### src/rtl/conv3x3_box_filter_unit_assert.svh
// Assertion macros, clocked on clk, off while arst_n is low
`ifndef CONV3X3_BOX_FILTER_UNIT_ASSERT_SVH
`define CONV3X3_BOX_FILTER_UNIT_ASSERT_SVH

// sig holds in the cycle after cond
`define CBF_ASSERT_HOLD(lbl, cond, sig, msg) \
lbl: assert property (@(posedge clk) disable iff (!arst_n) (cond) |=> $stable(sig)) \
else $error(msg);

// expr holds whenever cond holds
`define CBF_ASSERT_NOW(lbl, cond, expr, msg) \
lbl: assert property (@(posedge clk) disable iff (!arst_n) (cond) |-> (expr)) \
else $error(msg);

`endif

### src/rtl/cbf_pkg.sv
package cbf_pkg;

	localparam int MAX_WIDTH = 4096;
	localparam int AW        = $clog2(MAX_WIDTH);
	localparam int CW        = 13;
	localparam int RW        = CW + 1;
	localparam int TW        = 12;
	localparam int PAW       = 4;

	localparam logic [CW-1:0] WIDTH_RST  = CW'(640);
	localparam logic [CW-1:0] HEIGHT_RST = CW'(480);

	// floor(x * RECIP9 / 2^16) == floor(x / 9) for x < 2^12
	localparam logic [12:0] RECIP9 = 13'd7282;

	localparam logic [1:0] REG_WIDTH  = 2'd0;
	localparam logic [1:0] REG_HEIGHT = 2'd1;
	localparam logic [1:0] REG_MODE   = 2'd2;

	typedef enum logic [1:0] {
		MODE_SMOOTH = 2'd0,
		MODE_SHARP  = 2'd1,
		MODE_BAND   = 2'd2
	} mode_t;

	typedef struct packed {
		logic          rd;
		logic [AW-1:0] addr;
	} mem_rd_t;

	typedef struct packed {
		logic          v;
		logic [AW-1:0] col;
		logic [7:0]    fresh;
		logic          primed;
		logic          col_lo;
		logic          col_hi;
		logic          row_lo;
		logic          row_hi;
		logic          last;
	} s1_t;

	typedef struct packed {
		logic          v;
		logic [TW-1:0] total;
		logic [7:0]    centre;
		logic          last;
	} s2_t;

endpackage

### src/rtl/cbf_filter.sv
module cbf_filter (
	input  logic           clk,
	input  logic           arst_n,
	input  logic           pipe_en,
	input  cbf_pkg::mode_t mode,
	input  cbf_pkg::s2_t   item_s2,
	output logic           res_valid,
	output logic [7:0]     pixel_out,
	output logic           frame_end
);
	import cbf_pkg::*;

	logic signed [13:0] c10, c9, tot, sharp, band, val;
	logic [TW-1:0]      rnd;
	logic [24:0]        prod;
	logic [7:0]         clamped;
	logic               valid_q, last_q;
	logic [7:0]         pix_q;

	always_comb begin
		c10   = 14'(signed'({1'b0, item_s2.centre, 3'b000}))
		      + 14'(signed'({1'b0, item_s2.centre, 1'b0}));
		c9    = 14'(signed'({1'b0, item_s2.centre, 3'b000}))
		      + 14'(signed'({1'b0, item_s2.centre}));
		tot   = 14'(signed'({1'b0, item_s2.total}));
		sharp = c10 - tot;
		band  = tot - c9;
		rnd   = item_s2.total + TW'(4);
		prod  = 25'(rnd) * 25'(RECIP9);

		case (mode)
			MODE_SHARP: val = sharp;
			MODE_BAND:  val = band;
			default:    val = 14'(signed'({1'b0, prod[24:16]}));
		endcase

		if (val < 0) begin
			clamped = 8'd0;
		end else if (val > 14'sd255) begin
			clamped = 8'd255;
		end else begin
			clamped = val[7:0];
		end
	end

	always_ff @(posedge clk or negedge arst_n) begin
		if (!arst_n) begin
			valid_q <= 1'b0;
		end else if (pipe_en) begin
			valid_q <= item_s2.v;
		end
	end

	always_ff @(posedge clk) begin
		if (pipe_en) begin
			pix_q  <= clamped;
			last_q <= item_s2.last;
		end
	end

	assign res_valid = valid_q;
	assign pixel_out = pix_q;
	assign frame_end = last_q;

endmodule

### config.mk
export PLATFORM = sky130hd
export DESIGN_NAME = cbf_filter
export DESIGN_NICKNAME = d
export VERILOG_FILES = /design/src/rtl/conv3x3_box_filter_unit_assert.svh /design/src/rtl/cbf_pkg.sv /design/src/rtl/cbf_filter.sv
export SDC_FILE = /design/constraint.sdc
export NUM_CORES = 1
export LEC_CHECK = 0
export ABC_AREA = 1
export BUFFER_PORTS_ARGS = -buffer_cell sky130_fd_sc_hd__buf_2
export CORE_UTILIZATION = 57
export DETAILED_ROUTE_END_ITERATION = 7
export PLACE_DENSITY = 0.84
export REMOVE_ABC_BUFFERS = 1
export SLEW_MARGIN = 10
export SYNTH_ARGS = -nofsm -noshare
export SYNTH_HDL_FRONTEND = slang
export SYNTH_SLANG_ARGS = --single-unit
### constraint.sdc
create_clock -name clk -period 0.8 [get_ports clk]
set_input_delay 0.12 -clock clk [delete_from_list [all_inputs] [get_ports clk]]
set_output_delay 0.12 -clock clk [all_outputs]
set_load 0.02 [all_outputs]
==> metrics.yaml <==
outcome:
  status: "finished, violations left"
  violations: "setup timing"
power:
  leakagePower_nw: 3.859
  powerDensity_nw_per_um2: 3701
  vdd_drop_max_uv: 2810
sta:
  layout_setup_ws_ns: -4.112
  tightest_slew_ns: 0.4303
  finalSetupViolCount: 18
  max_freq_mhz: 203.6
  skew_ns: 0
  hold_violations: 0
  fin_hold_ws_ns: 0.07038
  rsz0062_at_grt: "true"
  timing.final.crit_share_pct: 614.0
  final.min_clock_period_ns: 4.912
  slew_violations: 0
  slew_headroom_pct: 71.31
worst_setup_path:
  reg2regPathDepth: 1
  cp_max_fo: 7
  worst_setup_path_end_kind: "flop"
  cp-start-kind: "primary input"
  reg2reg_to: "res_valid$_DFFE_PN0P_"
  crit_top_cell: "nand2_1"
  cp_slowest_cell: "fa_1"
  crit_start: "item_s2[11]"
  critPathKind: "primary input to flop"
  max_stage_delay_ns: 0.59
  cp_data_arrival_time_ns: 4.89
  rrSetupSlack_ns: 0.05
  setup.worst_path.end: "pixel_out[4]$_SDFFCE_PP0P_"
  required_ns: 0.78
  worstReg2RegStart: "res_valid$_DFFE_PN0P_"
finish:
  drive_gt1_share_pct: 26.24
  diodes: 0
  seqCellArea_um2: 295.3
  multi_input_area_um2: 4345
  area_growth_pct: 34.82
  fillers: 520
  fin_cells: 993
  nets: 1057
synth:
  synth_seq_area_share_pct: 5.933
  synth_seq_cells: 10
  avgSynthCellArea_um2: 6.971
  netlist_instances: 714
  async_flop_share_pct: 10.00
  synth_area_um2: 4977
  synth_cell_types: 42
  synth_edf_count: 9
  ys.flop_type: "edfxtp_1"
  ys_warn_count: 0
placed_design:
  dp_cells: 973
  detailed_place_hpwl_um: 12120
  gp_congestion: 1.017
  portBuffers: 36
floorplanning:
  die_w_um: 95.45
  coreArea_um2: 8341
  row_count: 33
  initial_core_util_pct: 59.68
  die_h_um: 95.45
  pin_count: 37
  dieArea_um2: 9110
route:
  dr.first_iter.drc_count: 343
  via_per_inst: 5.533
  wl_per_cell_um: 15.71
  ant_nets: 0
  drc: 0
  firstDrtPassIters: 6
  finalWirelength_um: 15600
  vias: 5494
global_route:
  grt_max_degree: 10
  antenna_found_initial: 0
  grt_pass1_vias: 5613
  grt_overflow_total: 0
  grt_usage_pct: 35.52
  grt_pass1_wl_um: 24980
clocking:
  cts_max_level: 1
  clock_latency_ns: 0.23
  root_buffer: "clkbuf_8"
  cts_max_path_buffers: 2
  clock_sinks: 10
  cts_tree: "built"
  numCtsBuffers: 3
  clk_pin_slew_ns: 0.05
job:
  maxCapViolations: 0
hold_path:
  hold_path_class: "primary input to flop"
  whs_path_depth: 1
[state kept, by name, summed over array words and instances, names as in the netlist]
| name | count |
|---|---|
| res_valid | 1 |
| frame_end | 1 |
| pixel_out | 8 |
[what timing repair did]
item / CTS / global route
pin swaps: 22 / 3
endpoints found under the setup margin: 18 / 18
setup buffers: 14 / 1
hold buffers: 1 / 0
gates resized for setup: 51 / 23
hold endpoints to repair: 1 / 0
[through the flow]
stage / utilization, % / total power [mW] / instance area, um2 / worst slack (ns) / setup TNS, ns
2_1_floorplan: - / 12.02 / 4965 / -4.046 / -32.35
3_3_place_gp: 74.15 / 18.41 / 6185 / -4.335 / -34.62
3_5_place_dp: 74.15 / 19.12 / 6185 / -4.640 / -36.98
4_1_cts: 79.39 / 23.03 / 6621 / -3.916 / -32.04
5_1_grt: 80.45 / 26.87 / 6710 / -4.248 / -34.82
6_report: 80.45 / 24.83 / 6710 / -4.112 / -33.46
[power breakdown]
group / internal [mW] / switching, mW / total [mW]
Sequential: 0.820 / 0.0739 / 0.894
Clock: 0.432 / 0.196 / 0.628
Combinational: 10.8 / 12.5 / 23.3
[layout by cell type, fill, tap and decap left out, drive strengths merged]
master       count
ha             107
fa              34
edfxtp           9
nand3b           6
mux2             1
o21ai           14
clkbuf           4
maj3             1
nand3           47
a21o            10
inv            157
or2              1
dfrtp            1
o21bai           3
xnor2           13
nand4           10
a31oi            2
xor2            17
a211oi           1
o2111ai          2
a221o            1
o221ai           1
nand2b           2
nor2            48
nor3             6
a21oi           41
nand2          171
dlygate4sd3      1
buf            172
o211ai           4
and2             1
[cells in the mapped netlist, drive strengths merged, types with 2 or more instances]
cell     number  area (um2)
a21o         10       77.58
ha          107        1339
nand3b        6       45.04
xor2         17       182.7
nor2         48       190.2
nand3        47       250.2
inv         157       589.3
a31oi         2       12.51
xnor2        13       113.9
o2111ai       2       17.52
nand2b        2       12.51
nand4        10       62.56
nand2       171       659.4
o21ai        14       73.82
a21oi        41       209.0
o21bai        3       22.52
fa           34       680.7
nor3          6       41.29
edfxtp        9       270.3
o211ai        4       30.03
clkbuf        2       7.510
[worst min-delay path by stage]
stage / from / end
final: item_s2[0] / frame_end$_DFFE_PP_
after global routing: item_s2[0] / frame_end$_DFFE_PP_
after CTS: item_s2[0] / frame_end$_DFFE_PP_
after detailed placement: arst_n / res_valid$_DFFE_PN0P_
after global placement: arst_n / res_valid$_DFFE_PN0P_
after floorplan: arst_n / res_valid$_DFFE_PN0P_
[cells by family after synthesis]
group	count (synthesis)	synth area share, %
AOI/OAI and AO/OA	79	9.427
muxes	1	0.2262
buffers and inverters	160	12.09
adders and majority gates	142	40.77
DFF	10	5.933
xor gates and xnor gates	30	5.958
and+or+nand+nor	292	25.59
[worst max-delay path: cells and delay by family]
| family | cells | cell delay (ns) |
|---|---|---|
| adder cells (fa/ha/maj) | 7 | 2.19 |
| buffers and inverters | 4 | 0.47 |
| AND/OR/NAND/NOR | 13 | 1.30 |
| XOR/XNOR | 2 | 0.39 |
| AO/OA/AOI/OAI | 3 | 0.43 |
[final cells by class]
cell class                 count  area share (%)
timing repair buffer         173           19.24
clock buffer                   4          0.8204
inverter                     157           8.820
multi-input combinational    544           64.76
sequential                    10           4.401
tap                          105           1.958
[metal layers]
layer	vias up	global-route usage [%]	wire length (um)
li1	2634	-	-
met1	2573	42.23	6441
met5	-	0	0
met4	0	14.68	542
met2	229	64.11	7759
met3	58	4.466	855
(Power assumes the default switching activity.)
