[config.mk]
export PLATFORM = sky130hd
export DESIGN_NAME = cbf_pos_ctrl
export DESIGN_NICKNAME = d
export VERILOG_FILES = /design/src/rtl/conv3x3_box_filter_unit_assert.svh /design/src/rtl/cbf_pkg.sv /design/src/rtl/cbf_pos_ctrl.sv
export SDC_FILE = /design/constraint.sdc
export NUM_CORES = 1
export LEC_CHECK = 0
export BUFFER_PORTS_ARGS = -buffer_cell sky130_fd_sc_hd__buf_2
export CAP_MARGIN = 20
export CORE_MARGIN = 2
export CORE_UTILIZATION = 53
export CTS_BUF_LIST = sky130_fd_sc_hd__clkbuf_16
export DETAILED_ROUTE_END_ITERATION = 8
export PLACE_DENSITY = 0.73
export SLEW_MARGIN = 20
export SYNTH_ARGS = -nofsm -noshare
export SYNTH_HDL_FRONTEND = slang
export SYNTH_SLANG_ARGS = --single-unit
[constraint.sdc]
create_clock -name clk -period 4.67 [get_ports clk]
set_clock_uncertainty 0.05 [all_clocks]
set_input_delay 0.2335 -clock clk [delete_from_list [all_inputs] [get_ports clk]]
set_output_delay 0.2335 -clock clk [all_outputs]
set_load 0.05 [all_outputs]
[src/rtl/conv3x3_box_filter_unit_assert.svh]
// Assertion macros, clocked on clk, off while arst_n is low
`ifndef CONV3X3_BOX_FILTER_UNIT_ASSERT_SVH
`define CONV3X3_BOX_FILTER_UNIT_ASSERT_SVH

// sig holds in the cycle after cond
`define CBF_ASSERT_HOLD(lbl, cond, sig, msg) \
lbl: assert property (@(posedge clk) disable iff (!arst_n) (cond) |=> $stable(sig)) \
else $error(msg);

// expr holds whenever cond holds
`define CBF_ASSERT_NOW(lbl, cond, expr, msg) \
lbl: assert property (@(posedge clk) disable iff (!arst_n) (cond) |-> (expr)) \
else $error(msg);

`endif

[src/rtl/cbf_pkg.sv]
package cbf_pkg;

	localparam int MAX_WIDTH = 4096;
	localparam int AW        = $clog2(MAX_WIDTH);
	localparam int CW        = 13;
	localparam int RW        = CW + 1;
	localparam int TW        = 12;
	localparam int PAW       = 4;

	localparam logic [CW-1:0] WIDTH_RST  = CW'(640);
	localparam logic [CW-1:0] HEIGHT_RST = CW'(480);

	// floor(x * RECIP9 / 2^16) == floor(x / 9) for x < 2^12
	localparam logic [12:0] RECIP9 = 13'd7282;

	localparam logic [1:0] REG_WIDTH  = 2'd0;
	localparam logic [1:0] REG_HEIGHT = 2'd1;
	localparam logic [1:0] REG_MODE   = 2'd2;

	typedef enum logic [1:0] {
		MODE_SMOOTH = 2'd0,
		MODE_SHARP  = 2'd1,
		MODE_BAND   = 2'd2
	} mode_t;

	typedef struct packed {
		logic          rd;
		logic [AW-1:0] addr;
	} mem_rd_t;

	typedef struct packed {
		logic          v;
		logic [AW-1:0] col;
		logic [7:0]    fresh;
		logic          primed;
		logic          col_lo;
		logic          col_hi;
		logic          row_lo;
		logic          row_hi;
		logic          last;
	} s1_t;

	typedef struct packed {
		logic          v;
		logic [TW-1:0] total;
		logic [7:0]    centre;
		logic          last;
	} s2_t;

endpackage

[src/rtl/cbf_pos_ctrl.sv]
module cbf_pos_ctrl (
	input  logic               clk,
	input  logic               arst_n,
	input  logic               restart,
	input  logic               pipe_en,
	input  logic               accept,
	input  logic [7:0]         pixel_in,
	input  logic               flush,
	input  logic [12:0]        eff_w,
	input  logic [12:0]        eff_h,
	output cbf_pkg::mem_rd_t   rd,
	output cbf_pkg::s1_t       item_s1
);
	import cbf_pkg::*;

	logic [AW-1:0] in_col_q, out_col_q;
	logic [RW-1:0] in_row_q, out_row_q;
	logic [AW-1:0] in_col_d, out_col_d;
	logic [RW-1:0] in_row_d, out_row_d;
	logic [CW-1:0] col_nx, ocol_nx;
	logic          draining, live, primed, last;
	s1_t           s1_d;

	always_comb begin
		draining = in_row_q >= RW'(eff_h);
		live     = accept && (draining || !flush);
		primed   = (in_row_q >= RW'(2)) || (in_row_q == RW'(1) && in_col_q != '0);

		s1_d.v      = live;
		s1_d.col    = (CW'(in_col_q) < eff_w) ? in_col_q : '0;
		s1_d.fresh  = draining ? 8'd0 : pixel_in;
		s1_d.primed = primed;
		s1_d.col_lo = out_col_q == '0;
		s1_d.col_hi = CW'(out_col_q) >= eff_w - CW'(1);
		s1_d.row_lo = out_row_q == '0;
		s1_d.row_hi = out_row_q >= RW'(eff_h) - RW'(1);
		last        = primed && s1_d.col_hi && s1_d.row_hi;
		s1_d.last   = last;

		rd.rd   = live;
		rd.addr = s1_d.col;

		col_nx = CW'(in_col_q) + CW'(1);
		if (col_nx >= eff_w) begin
			in_col_d = '0;
			in_row_d = in_row_q + RW'(1);
		end else begin
			in_col_d = col_nx[AW-1:0];
			in_row_d = in_row_q;
		end

		ocol_nx   = CW'(out_col_q) + CW'(1);
		out_col_d = out_col_q;
		out_row_d = out_row_q;
		if (primed) begin
			if (ocol_nx >= eff_w) begin
				out_col_d = '0;
				out_row_d = out_row_q + RW'(1);
			end else begin
				out_col_d = ocol_nx[AW-1:0];
			end
		end

		if (last) begin
			in_col_d  = '0;
			in_row_d  = '0;
			out_col_d = '0;
			out_row_d = '0;
		end
	end

	always_ff @(posedge clk or negedge arst_n) begin
		if (!arst_n) begin
			in_col_q  <= '0;
			in_row_q  <= '0;
			out_col_q <= '0;
			out_row_q <= '0;
		end else if (restart) begin
			in_col_q  <= '0;
			in_row_q  <= '0;
			out_col_q <= '0;
			out_row_q <= '0;
		end else if (live) begin
			in_col_q  <= in_col_d;
			in_row_q  <= in_row_d;
			out_col_q <= out_col_d;
			out_row_q <= out_row_d;
		end
	end

	always_ff @(posedge clk or negedge arst_n) begin
		if (!arst_n) begin
			item_s1 <= '0;
		end else if (pipe_en) begin
			item_s1 <= s1_d;
		end
	end

endmodule

==> metrics.md <==
| Metric | Value |
|---|---|
| Remaining max-slew budget at the tightest pin | 0.3349 |
| Pin count of the biggest net entering global routing | 80 |
| P per Cell Area | 280.2 nW/um^2 |
| Via count of the first global-routing pass | ~5,600 |
| Cell Area, Placed | 6965 sq um |
| Post-synth net total | between 800 and 900 |
| Async set-reset flop share out of synthesis | 1.000 |
| Number of gates given a new drive strength after cts | 0 |
| Cell variety after synth | 55 |
| Endpoint arrival time on the critical path | 4340 ps |
| Setup TNS after final layout | 0 ps |
| Initial antenna violation count | 0 |
| Number of hold violations in the final report | 0 |
| Sort of element at the start of the critical path | flop |
| Per-instance average area after synthesis | 8.481 sq um |
| GR Util All Layers | 0.2582 |
| Full die area | between 10,000 and 15,000 sq um |
| Post-detailed-routing wire length | 16,530 um |
| Area added between synthesis and finish | 11.23% |
| Clock latency reported for the late side of the worst-skew pair | 350 ps |
| Design Power | 2035 uW |
| Worst-case clock buffer depth | 2 |
| Drt drc | 0 |
| Data required time at the worst endpoint | between 4000 and 5000 ps |
| Layout cell share with drive strength beyond 1 | 0.1406 |
| Count of buffers from port buffering | 79 |
| Number of buffers inserted for hold repair after clock tree synthesis | 0 |
| Result of the run | completed |
| Clock buffers created by TritonCTS | 9 |
| Initial core utilization | 0.5436 |
| Worst hold margin | approximately 38 ps |
| Post-route standard cell area excluding fillers | 7263 sq um |
| Critical path fanouts, max | 20 |
| Fillcell total | 1,040 |
| TritonRoute pass-1 iters | 5 |
| Number of failing setup endpoints in the final timing report | 0 |
| Grt ovf | 0 |
| Die span in x | 115 um |
| RD Place Congestion | 0.9073 |
| Slew at the pin with the worst max-slew slack | ~990 ps |
| Leak Pwr | ~0.0037 uW |
| Worst slack at placement | 560.1 ps |
| Upper clock frequency limit | 242.9 MHz |
| Clock input transition at the sequential cells of the worst setup and hold paths | 60 ps |
| Unrepaired setup endpoints after global routing | false |
| Maxcap violations | 0 |
| Type of the most critical hold path | input pin to flop |
| Kind of critical path | flop to flop |
| DR WL/cell | 16.88 um |
| Via count normalized by instance count | just under 6 |
| Maximum vdd ir drop | 0.1416 mV |
| Cell with the most instances after synthesis | sky130_fd_sc_hd__ha_1 |
| Antenna Nets Post-Route | 0 |
| Main area contributors after synthesis | sky130_fd_sc_hd__dfrtp_1 30%, sky130_fd_sc_hd__ha_1 17%, sky130_fd_sc_hd__nand2_1 4.5% |
| Flip-flop and latch count after synthesis | 79 |
| Root buffer cell | sky130_fd_sc_hd__clkbuf_16 |
| Die H | ~120 um |
| Cell row count | 40 |
| Post-route minimum period | 4117 ps |
| Biggest area consumer among synthesized cells | sky130_fd_sc_hd__dfrtp_1 |
| Vias after detailed routing | 5,833 |
| Layout Nets | about 960 |
| Setup slack after layout | 552.6 ps |
| Total clock sinks | 79 |
| Synthesized area | roughly 6500 sq um |
| Clock tree from TritonCTS | yes |
| Share of the yosys chip area belonging to registers | 0.3027 |
| Post-CTS Setup Inserts | 0 |
| Count of antenna diodes in the layout | 0 |
| Share of the cycle needed by the critical path after routing | 0.8817 |
| Count of mapped cells out of synthesis | 770 |
| Top-area cell type share of the netlist area | 0.3027 |
| Number of placed I/O pins | 80 |
| Number of synthesized flops with an enable pin | 0 |
| Global-route wire length before repair | 27,200 um |
| Sort of element at the end of the critical path | flop |
| Floorplan core area | 12,010 sq um |
| Number of slew-limit violations in the final report | 0 |
| Placed wire-length estimate | about 13,000 um |
| Number of DRC violations after detailed-routing iteration 0 | 396 |
| Ranking of synthesized cells by instance count | 88 x sky130_fd_sc_hd__ha_1, 79 x sky130_fd_sc_hd__dfrtp_1, 78 x sky130_fd_sc_hd__nand2_1 |
| H-tree level count | 3 |
| Flip-flop cell with the highest count after synthesis | sky130_fd_sc_hd__dfrtp_1 |
| Total number of yosys warnings | 0 |
[cell usage in the layout (no fill, tap or decap), drive strengths merged, types with 6 or more instances in the layout]
| cell | n |
|---|---|
| a21o | 12 |
| o21ai | 51 |
| nor4 | 12 |
| nor3 | 15 |
| and3 | 21 |
| nand3 | 35 |
| a211oi | 10 |
| o211ai | 11 |
| nand2 | 78 |
| xnor2 | 34 |
| or3 | 14 |
| a31oi | 8 |
| dfrtp | 79 |
| nand4 | 13 |
| nor2 | 37 |
| or4 | 6 |
| clkbuf | 9 |
| o22ai | 12 |
| a21oi | 41 |
| xor2 | 13 |
| o21a | 11 |
| buf | 87 |
| nor2b | 17 |
| ha | 88 |
| inv | 70 |
[power by group]
group,total [uW],internal (uW),switching [uW]
Combinational,561,189,372
Sequential,807,736,71.0
Clock,667,361,306
[per-stage QoR]
step                utilization  instances
finish                   0.6047        979
global route             0.6047        979
CTS                      0.6028        978
detailed placement       0.5799        962
global placement         0.5799        962
floorplan                     -        770
[critical path: stages (launching register included)]
cell	delay, ps
sky130_fd_sc_hd__dfrtp_1	430
sky130_fd_sc_hd__ha_1	230
sky130_fd_sc_hd__inv_1	70
sky130_fd_sc_hd__nor2_1	150
sky130_fd_sc_hd__and3_1	280
sky130_fd_sc_hd__nand3_1	190
sky130_fd_sc_hd__nor2_1	220
sky130_fd_sc_hd__xor2_1	120
sky130_fd_sc_hd__ha_1	340
sky130_fd_sc_hd__o21a_1	130
sky130_fd_sc_hd__o211ai_1	70
sky130_fd_sc_hd__o21ai_0	770
sky130_fd_sc_hd__o21ai_1	120
sky130_fd_sc_hd__buf_4	230
sky130_fd_sc_hd__or4_1	480
sky130_fd_sc_hd__a21oi_1	150
[routing by layer]
layer / GRT usage / part of all wire
met1: 0.3414 / 0.45
met2: 0.4235 / 0.48
met3: 0.05271 / 0.047
met4: 0.08755 / 0.022
met5: 0 / 0
[state kept, by name (all words and copies together) (netlist names)]
register / count
in_col_q: 12
item_s1: 27
out_col_q: 12
out_row_q: 14
in_row_q: 14
[kinds of logic (layout without fill, tap and decap cells)]
group | count (synthesis) | in the layout | share of synthesized area
DFF | 79 | 79 | 0.3027
buffers and inverters | 110 | 172 | 0.07166
xor gates and xnor gates | 47 | 47 | 0.06591
muxes | 6 | 6 | 0.009772
AOI/OAI and AO/OA | 179 | 179 | 0.1788
and+or+nand+nor | 261 | 261 | 0.2025
adders and majority gates | 88 | 88 | 0.1686
[final cells by class]
type	instances	area (sq um)	share of cell area
Sequential cell	79	1977	0.2722
Tap cell	147	183.9	0.02532
Inverter	68	255.2	0.03514
Clock buffer	9	225.2	0.03101
Timing Repair Buffer	88	471.7	0.06494
Clock inverter	7	50.05	0.006891
Multi-Input combinational cell	581	4100	0.5645
[final timing paths]
| check | start | endpoint | slack [ps] | cells past startpoint |
|---|---|---|---|---|
| worst min-delay path | pixel_in[6] | item_s1[12] | 40 | 3 |
| worst max register to register | in_col_q[1] | in_row_q[12] | 550 | 15 |
| worst max-delay path | in_col_q[1] | in_row_q[12] | 550 | 15 |
| min in group asynchronous | arst_n | item_s1[25] | 430 | 2 |
| max in group asynchronous | arst_n | out_col_q[4] | 3630 | 2 |
| worst min register to register | item_s1[0] | item_s1[0] | 460 | 1 |
Power figures use the tool's default switching activity.
